==> src/hw/rtl/single_source_shortest_paths_top_macros.svh <==
// ----------------------------------------------------------------------------
// Assertion macros for the shortest path engine
// Concurrent property wrappers used by the engine's top module, the file that carries assertions.
// ----------------------------------------------------------------------------
`ifndef SINGLE_SOURCE_SHORTEST_PATHS_TOP_MACROS_SVH
`define SINGLE_SOURCE_SHORTEST_PATHS_TOP_MACROS_SVH

// Same-cycle implication, checked outside reset.
`define SSSP_ASSERT_NOW(label, clk, rst_n, ante, cons, msg) \
    label: assert property (@(posedge clk) disable iff (!(rst_n)) (ante) |-> (cons)) \
        else $error(msg);

// Next-cycle implication, checked outside reset.
`define SSSP_ASSERT_NEXT(label, clk, rst_n, ante, cons, msg) \
    label: assert property (@(posedge clk) disable iff (!(rst_n)) (ante) |=> (cons)) \
        else $error(msg);

`endif

==> src/hw/rtl/sssp_ram.sv <==
`timescale 1ns / 1ps
// ----------------------------------------------------------------------------
// Generic single-port-write RAM
// One write port and one read port; the read data is registered.
// ----------------------------------------------------------------------------
module sssp_ram #(
    parameter int WIDTH = 8,
    parameter int DEPTH = 16,
    localparam int AW = (DEPTH > 1) ? $clog2(DEPTH) : 1
) (
    input  logic             i_clk,
    input  logic             i_we,
    input  logic [AW-1:0]    i_waddr,
    input  logic [WIDTH-1:0] i_wdata,
    input  logic [AW-1:0]    i_raddr,
    output logic [WIDTH-1:0] o_rdata
);

    logic [WIDTH-1:0] r_mem [DEPTH];
    logic [WIDTH-1:0] r_rdata;

    always_ff @(posedge i_clk) begin
        if (i_we) begin
            r_mem[i_waddr] <= i_wdata;
        end
        r_rdata <= r_mem[i_raddr];
    end

    assign o_rdata = r_rdata;

endmodule

==> config.mk <==
export PLATFORM = sky130hd
export DESIGN_NAME = sssp_ram
export DESIGN_NICKNAME = d
export VERILOG_FILES = /design/src/hw/rtl/single_source_shortest_paths_top_macros.svh /design/src/hw/rtl/sssp_ram.sv
export SDC_FILE = /design/constraint.sdc
export NUM_CORES = 1
export LEC_CHECK = 0
export BUFFER_PORTS_ARGS = -buffer_cell sky130_fd_sc_hd__buf_2
export CORE_ASPECT_RATIO = 0.5
export CORE_UTILIZATION = 28
export DETAILED_ROUTE_END_ITERATION = 12
export PLACE_DENSITY = 0.52
export SLEW_MARGIN = 10
export SYNTH_ARGS = -nofsm -noshare
export SYNTH_HDL_FRONTEND = slang
export SYNTH_SLANG_ARGS = --single-unit
==> constraint.sdc <==
create_clock -name i_clk -period 2.4 [get_ports i_clk]
set_input_delay 0.48 -clock i_clk [delete_from_list [all_inputs] [get_ports i_clk]]
set_output_delay 0.48 -clock i_clk [all_outputs]
set_load 0.02 [all_outputs]
==> results_dict.tcl <==
set metrics [dict create \
    track_usage_pct 12.6 \
    cts_tree "done" \
    post_layout_nonfiller_instances 531 \
    rsz0062_at_grt "no" \
    utilization_pct 35.1 \
    firstDrtPassIters 4 \
    outcome "complete, no violations" \
    placed_cell_area_sq_mm 0.00566 \
    vdd_drop_max_mv 0.411 \
    post_cts_buffers 0 \
    fin_crit_ns 1.64 \
    worstHoldPathType "in -> reg" \
    clkSlewWorstSetupHoldPaths_ns 0.05 \
    grt_pass1_wl_mm 16.6 \
    grt_max_degree 21 \
    finalSetupTns_ns 0 \
    critPathTopFamily "multiplexers" \
    dp_hpwl_mm 7.22 \
    synthDistinctLibCells 19 \
    area_growth_pct 20.8 \
    crit_buf_inv 2 \
    clkLatencyLatePin_ns 0.41 \
    postSynthCellCount 229 \
    netlist_area_sq_mm 0.00515 \
    hold_slack_ns 0.458 \
    synth.area.top_cells "edfxtp_1, mux4_2, mux4_1, dfxtp_1, a22oi_1" \
    globalplace.congestion 0.694 \
    end_kind "flip-flop" \
    drt_iter0_markers 186 \
    yosysWarnings 0 \
    p_per_area_mw_per_mm2 860 \
    root_buffer "clkbuf_16" \
    worstHoldStart "i_wdata[3]" \
    cp_slowest_stage_delay_ns 0.58 \
    cts_hold_buf 0 \
    cts_buffer_depth 2 \
    routed_wl_mm 11.1 \
    cp.required_ns 2.69 \
    fillCellCount 1636 \
    cp-start-kind "primary input" \
    grt_pass1_vias 2649 \
    route.vias.total 2440 \
    overflow 0 \
    post-route-drc-count 0 \
    viasPerCell 4.60 \
    seq_area_frac_synth_pct 77.8 \
    finalSetupViolCount 0 \
    power_frac_clock_pct 45.0 \
    post_cts_resize_count 0 \
    combPwrFrac_pct 5.0 \
    crit_type "in -> reg" \
    p_leak_uw 0.00209 \
    synth_nets 247 \
    postRouteAntennaNets 0 \
    multi_input_area_sq_mm 0.00106 \
    worstSetupStartpoint "i_raddr[0]" \
    die_x_microns 194 \
    path_cells "buf_2, buf_12, mux4_1, a22oi_1, nand2_1" \
    reg2reg_slack_ns 0.98 \
    relSlewSlack_pct 63.7 \
    power_switching_uw 1040 \
    r2r_start "r_mem[1][0]$_DFFE_PP_" \
    skew_ns 0.00672 \
    p_seq_share_pct 50.0 \
    start_util_pct 29.1 \
    clock_sinks 136 \
    critPathMaxFanout 16 \
    fmax_mhz 609 \
    die_h_microns 97.9 \
    switching_share_pct 19.5 \
    post-place-cells 501 \
    ioPinCount 26 \
    core_sq_mm 0.0177 \
    synth_top_area_share_pct 74.7 \
    htree_num_levels 4 \
    regArea_sq_mm 0.00400 \
    portBuffers 25 \
    yosysTopAreaCell "edfxtp_1" \
    drv_slew 0 \
    tightest_slew_ns 0.544 \
    cap_violations 0 \
    avgSynthCellArea_sq_um 22.5 \
    fin_area_sq_mm 0.00622 \
    routedWlPerCell_microns 21.0 \
    rows 34 \
    finalHoldViolations 0 \
    worst_path_max_delay_cell "mux4_1" \
    period_share_pct 68.4 \
    cp.arrival_ns 1.93 \
    final_common_cell "edfxtp_1" \
    cts_inserted_buffers 17 \
    internal_power_uw 4310 \
    ys_ff_latch 136 \
    antenna_found_initial 0 \
    fin_nets 304 \
    drive_above_1_share_pct 31.0 \
    layout_common_cells "edfxtp_1, buf_2, buf_4" \
    dieArea_sq_mm 0.0190 \
    n_antenna_cell 0 \
]
-- cells by family (layout without fill, tap and decap cells) --
family / count (synthesis) / count (layout) / share of synthesized area, %
DFF: 136 / 136 / 77.8
and+or+nand+nor: 35 / 35 / 3.18
muxes: 32 / 32 / 15.0
AOI/OAI and AO/OA: 16 / 16 / 2.33
buffers and inverters: 10 / 78 / 1.68
-- state kept, by name, summed over array words and instances, names as in the netlist --
register,count
o_rdata,8
r_mem,128
-- layout make-up --
cell class | count | area share [%]
clock buffer | 25 | 8.13
clock inverter | 5 | 0.765
multi-input combinational | 83 | 17.0
sequential | 136 | 64.4
tap | 234 | 4.71
timing repair buffer | 48 | 4.99
-- worst paths after layout --
| check | depth (start not counted) | to |
|---|---|---|
| max reg2reg | 3 | o_rdata[0]$_DFF_P_ |
| max | 5 | o_rdata[3]$_DFF_P_ |
| min reg2reg | 3 | o_rdata[5]$_DFF_P_ |
| min | 1 | r_mem[3][3]$_DFFE_PP_ |
-- synth_stat cells --
library cell / number
clkdlybuf4s25_2: 3
nand2_1: 9
buf_6: 3
nand3_1: 1
a22oi_1: 16
nand2b_1: 2
nor3_1: 4
mux4_2: 18
or3b_2: 1
mux4_1: 14
nor2b_1: 1
dfxtp_1: 8
and2_1: 1
edfxtp_1: 128
nand3b_1: 2
nor2_1: 13
and2b_1: 1
buf_4: 1
buf_2: 3
-- layer usage --
layer  track usage, %  wire (microns)  part of all wire (%)  vias up
met4             6.58             175                   1.6        0
met5                0               0                     0        -
met1             15.1            4770                    43     1277
met3             2.66             537                   4.8       15
li1                 -               -                     -     1088
met2             21.7            5640                    51       60
-- through the flow --
stage                     power [uW]  setup slack (ns)
after floorplan                 2870             0.427
after global placement          2990             0.343
after detailed placement        3000             0.331
after CTS                       5390             0.760
after global routing            5510             0.708
final                           5350             0.759
-- power groups by stage --
stage | combinational (uW) | clock, uW | sequential [uW]
3_3_place_gp | 266 | 0 | 2720
2_1_floorplan | 135 | 0 | 2740
3_5_place_dp | 275 | 0 | 2720
4_1_cts | 276 | 2440 | 2670
5_1_grt | 291 | 2550 | 2670
6_report | 270 | 2400 | 2670
Note: power is estimated with default switching activity, not from simulation.
