`src/hw/rtl/single_source_shortest_paths_top_macros.svh`:
```
// ----------------------------------------------------------------------------
// Assertion macros for the shortest path engine
// Concurrent property wrappers used by the engine's top module, the file that carries assertions.
// ----------------------------------------------------------------------------
`ifndef SINGLE_SOURCE_SHORTEST_PATHS_TOP_MACROS_SVH
`define SINGLE_SOURCE_SHORTEST_PATHS_TOP_MACROS_SVH

// Same-cycle implication, checked outside reset.
`define SSSP_ASSERT_NOW(label, clk, rst_n, ante, cons, msg) \
    label: assert property (@(posedge clk) disable iff (!(rst_n)) (ante) |-> (cons)) \
        else $error(msg);

// Next-cycle implication, checked outside reset.
`define SSSP_ASSERT_NEXT(label, clk, rst_n, ante, cons, msg) \
    label: assert property (@(posedge clk) disable iff (!(rst_n)) (ante) |=> (cons)) \
        else $error(msg);

`endif

```
`src/hw/rtl/sssp_pkg.sv`:
```
`timescale 1ns / 1ps
// ----------------------------------------------------------------------------
// Shortest path engine package
// Types, codes and constants shared by the engine's modules.
// ----------------------------------------------------------------------------
package sssp_pkg;

    localparam int MAX_VERTICES_DEF = 64;
    localparam int MAX_EDGES_DEF    = 256;

    localparam int VTX_W   = 6;
    localparam int WGT_W   = 16;
    localparam int VCNT_W  = 7;
    localparam int DIST_W  = 32;
    localparam int ODIST_W = 24;
    localparam int EDGE_W  = 2 * VTX_W + WGT_W;

    localparam logic [VCNT_W-1:0] VCOUNT_RESET = 7'd64;

    localparam logic signed [DIST_W-1:0] DIST_MAX = 32'sh7FFF_FFFF;
    localparam logic signed [DIST_W-1:0] DIST_MIN = 32'sh8000_0000;
    localparam logic signed [DIST_W-1:0] ODIST_MAX = 32'sd8388607;
    localparam logic signed [DIST_W-1:0] ODIST_MIN = -32'sd8388608;

    typedef enum logic [1:0] {
        CMD_ADD   = 2'd0,
        CMD_RUN   = 2'd1,
        CMD_CLEAR = 2'd2
    } t_cmd;

    typedef enum logic [2:0] {
        STAT_ACCEPTED = 3'd0,
        STAT_FULL     = 3'd1,
        STAT_RANGE    = 3'd2,
        STAT_ROW      = 3'd3,
        STAT_NEGCYCLE = 3'd4,
        STAT_CLEARED  = 3'd5
    } t_status;

    typedef enum logic [3:0] {
        ST_IDLE,
        ST_INIT,
        ST_EREAD,
        ST_EDEC,
        ST_DRD,
        ST_ADD,
        ST_CMP,
        ST_NEG,
        ST_OREAD,
        ST_OROW
    } t_state;

endpackage

```
`src/hw/rtl/sssp_alu.sv`:
```
`timescale 1ns / 1ps
// ----------------------------------------------------------------------------
// Shared relaxation adder
// One 33-bit adder: saturating add for candidate distances, subtract for the
// distance compare.
// ----------------------------------------------------------------------------
module sssp_alu (
    input  logic                                i_sub,
    input  logic signed [sssp_pkg::DIST_W-1:0]  i_x,
    input  logic signed [sssp_pkg::DIST_W-1:0]  i_y,
    output logic signed [sssp_pkg::DIST_W-1:0]  o_sat,
    output logic                                o_neg
);

    logic [sssp_pkg::DIST_W:0] w_ye;
    logic [sssp_pkg::DIST_W:0] w_sum;

    always_comb begin
        w_ye  = i_sub ? ~{i_y[sssp_pkg::DIST_W-1], i_y} : {i_y[sssp_pkg::DIST_W-1], i_y};
        w_sum = {i_x[sssp_pkg::DIST_W-1], i_x} + w_ye
              + {{sssp_pkg::DIST_W{1'b0}}, i_sub};
        o_neg = w_sum[sssp_pkg::DIST_W];
        // A carry into the extra bit that disagrees with the top bit is overflow.
        if (w_sum[sssp_pkg::DIST_W] != w_sum[sssp_pkg::DIST_W-1]) begin
            o_sat = w_sum[sssp_pkg::DIST_W] ? sssp_pkg::DIST_MIN : sssp_pkg::DIST_MAX;
        end else begin
            o_sat = w_sum[sssp_pkg::DIST_W-1:0];
        end
    end

endmodule
```
`config.mk`:
```
export PLATFORM = sky130hd
export DESIGN_NAME = sssp_alu
export DESIGN_NICKNAME = d
export VERILOG_FILES = /design/src/hw/rtl/single_source_shortest_paths_top_macros.svh /design/src/hw/rtl/sssp_pkg.sv /design/src/hw/rtl/sssp_alu.sv
export SDC_FILE = /design/constraint.sdc
export NUM_CORES = 1
export LEC_CHECK = 0
export BUFFER_PORTS_ARGS = -buffer_cell sky130_fd_sc_hd__buf_2
export CORE_MARGIN = 8
export CORE_UTILIZATION = 35
export DETAILED_ROUTE_END_ITERATION = 10
export GPL_ROUTABILITY_DRIVEN = 0
export PLACE_DENSITY = 0.66
export SETUP_SLACK_MARGIN = 0.3
export SLEW_MARGIN = 10
export SYNTH_ARGS = -nofsm -noshare
export SYNTH_HDL_FRONTEND = slang
export SYNTH_SLANG_ARGS = --single-unit
```
`constraint.sdc`:
```
create_clock -name vclk -period 8.8
set_input_delay 0.44 -clock vclk [all_inputs]
set_output_delay 0.44 -clock vclk [all_outputs]
set_load 0.01 [all_outputs]
```
==> impl_metrics.tcl <==
set metrics [dict create \
    status "complete, no violations" \
    maxCapViolations 0 \
    slew_headroom_pct 22.4 \
    die_y_um 104 \
    drtPass1Iterations 4 \
    arrival_ps 4500 \
    hold_buffers 0 \
    coreArea_um2 7610 \
    synth_cell_type_count 59 \
    timing.final.max_slew_violations 0 \
    grt_pass1_wl_mm 14.2 \
    seq_cell_count 0 \
    fin_crit_ps 4940 \
    ys_warn_count 0 \
    diodes 0 \
    io_buffer_count 98 \
    worstMarginPinSlew_ps 1160 \
    fin_util_pct 42.3 \
    syn_area_per_cell_um2 7.21 \
    crit_type "primary input to output port" \
    dieArea_um2 10800 \
    first_iter_violations 193 \
    antenna_found_initial 0 \
    grt_pass1_vias 3120 \
    drc_errors 0 \
    critPathRequiredTime_ps 8360 \
    avgViaCountPerCell 5.51 \
    crit_path_start "i_sub" \
    final_hold_viol_count 0 \
    start_util_pct 35.5 \
    grt_usage_pct 14.7 \
    seq_area_frac_synth_pct 0 \
    area.growth.synth_to_final_pct 19.0 \
    syn_nets 472 \
    fmax_mhz 202 \
    synth_top_area_cell "xor2_1" \
    vias 3057 \
    ios 98 \
    wl_mm 8.37 \
    postRouteAntennaNets 0 \
    clockBufferCount 0 \
    start_kind "primary input" \
    syn_inst 375 \
    setup_violations 0 \
    worst_setup_path_end_kind "output port" \
    instances_no_fill 555 \
    worst-path-max-fanout 32 \
    min_to "o_sat[0]" \
    power.density_nw_per_um2 149 \
    grt_overflow 0 \
    synth_area_leaders "xor2_1 15%, ha_1 14%, a21oi_1 7.2%" \
    synth_top_cell_area_share_pct 15.2 \
    place_inst 555 \
    place_hpwl_mm 7.07 \
    dieWidth_um 104 \
    fin_crit_sh_pct 56.1 \
    nets 552 \
    core.rowCount 32 \
    power_leakage_nw 1.49 \
    syn_area_um2 2700 \
    rsz0062_at_grt "no" \
    post_cts_buffers 0 \
    grt_max_degree 33 \
    hold_depth 4 \
    wire_per_inst_um 15.1 \
    setup_tns_ps 0 \
    peakVddDrop_mv 0.0713 \
    drive_gt1_share_pct 30.7 \
    post_cts_resized 0 \
    worst_hold_startpoint "i_x[0]" \
    hold_class "primary input to output port" \
    seq_area_um2 0 \
]
[cell usage in the layout, fill, tap and decap left out, drive strengths merged, types with 8 or more instances in the layout]
cell,synthesis,routed
buf,10,98
xor2,47,47
o21ai,44,44
a21oi,42,42
ha,31,31
nand2,30,30
nor2,23,23
a21o,15,15
nor3,14,14
xnor2,13,13
inv,12,12
nand4,8,8
nand3,8,8
[worst max-delay path, cell delays in order]
cell	delay [ps]
buf_2	680
xor2_1	150
ha_1	410
a21oi_1	250
o21ai_1	140
or3_1	320
nor3_1	230
o41ai_2	140
o21ai_2	340
a21o_1	910
o21ai_0	250
buf_2	220
[report_power, final]
part | internal (W) | switching (W) | leakage, nW
logic | 0.000192 | 0.000286 | 1.49
registers | 0 | 0 | 0
clock network | 0 | 0 | 0
total | 0.000192 | 0.000286 | 1.49
[cell families after synthesis]
logic type | share of synthesized area (%)
and+or+nand+nor | 18.5
buffers and inverters | 5.51
xor gates and xnor gates | 19.4
adders and majority gates | 15.5
muxes | 1.67
AOI/OAI and AO/OA | 39.5
[Yosys cell counts (2+ instances only)]
cell type,count
xor2_1,47
a21oi_1,39
ha_1,31
nand2_1,30
nor2_1,22
o21ai_2,22
o21ai_0,17
a21o_1,15
nor3_1,13
xnor2_1,13
inv_1,12
clkbuf_1,10
nand3_1,8
nand4_1,8
o21a_1,6
o21ai_1,5
o21bai_1,5
or3_1,5
a31oi_1,4
o211ai_1,4
a21oi_2,3
buf_1,3
buf_4,3
nor2b_1,3
o31ai_1,3
o41ai_1,3
a32oi_1,2
and3_1,2
buf_2,2
buf_6,2
mux2i_4,2
nand2b_1,2
o2bb2ai_1,2
or2_2,2
[through the flow]
step	area [um^2]	total power [W]	worst slack [ps]	hold slack, ps
after global routing	3220	0.000525	3490	1400
after floorplan	2700	0.000340	4950	1090
after global placement	3220	0.000473	4000	1300
after CTS	3220	0.000480	3860	1330
after detailed placement	3220	0.000477	3880	1330
final	3220	0.000479	3860	1340
[worst max-delay path by stage]
stage                      to  slack (ps)
floorplan           o_sat[11]        4950
global placement     o_sat[2]        4000
detailed placement   o_sat[0]        3880
CTS                  o_sat[0]        3860
global route         o_sat[0]        3490
finish               o_sat[0]        3860
[routing by layer]
layer	up-vias	share of wire [%]	track usage, %
li1	1541	-	-
met1	1414	47	19.4
met2	98	48	26.4
met3	4	4.7	1.18
met4	0	0.55	0.827
met5	-	0	0
[final cells by class]
type	instances	area, um^2
Timing Repair Buffer	98	490
Multi-Input combinational cell	343	2550
Tap cell	102	128
Fill cell	828	4390
Inverter	12	45.0
Power figures use the tool's default switching activity.
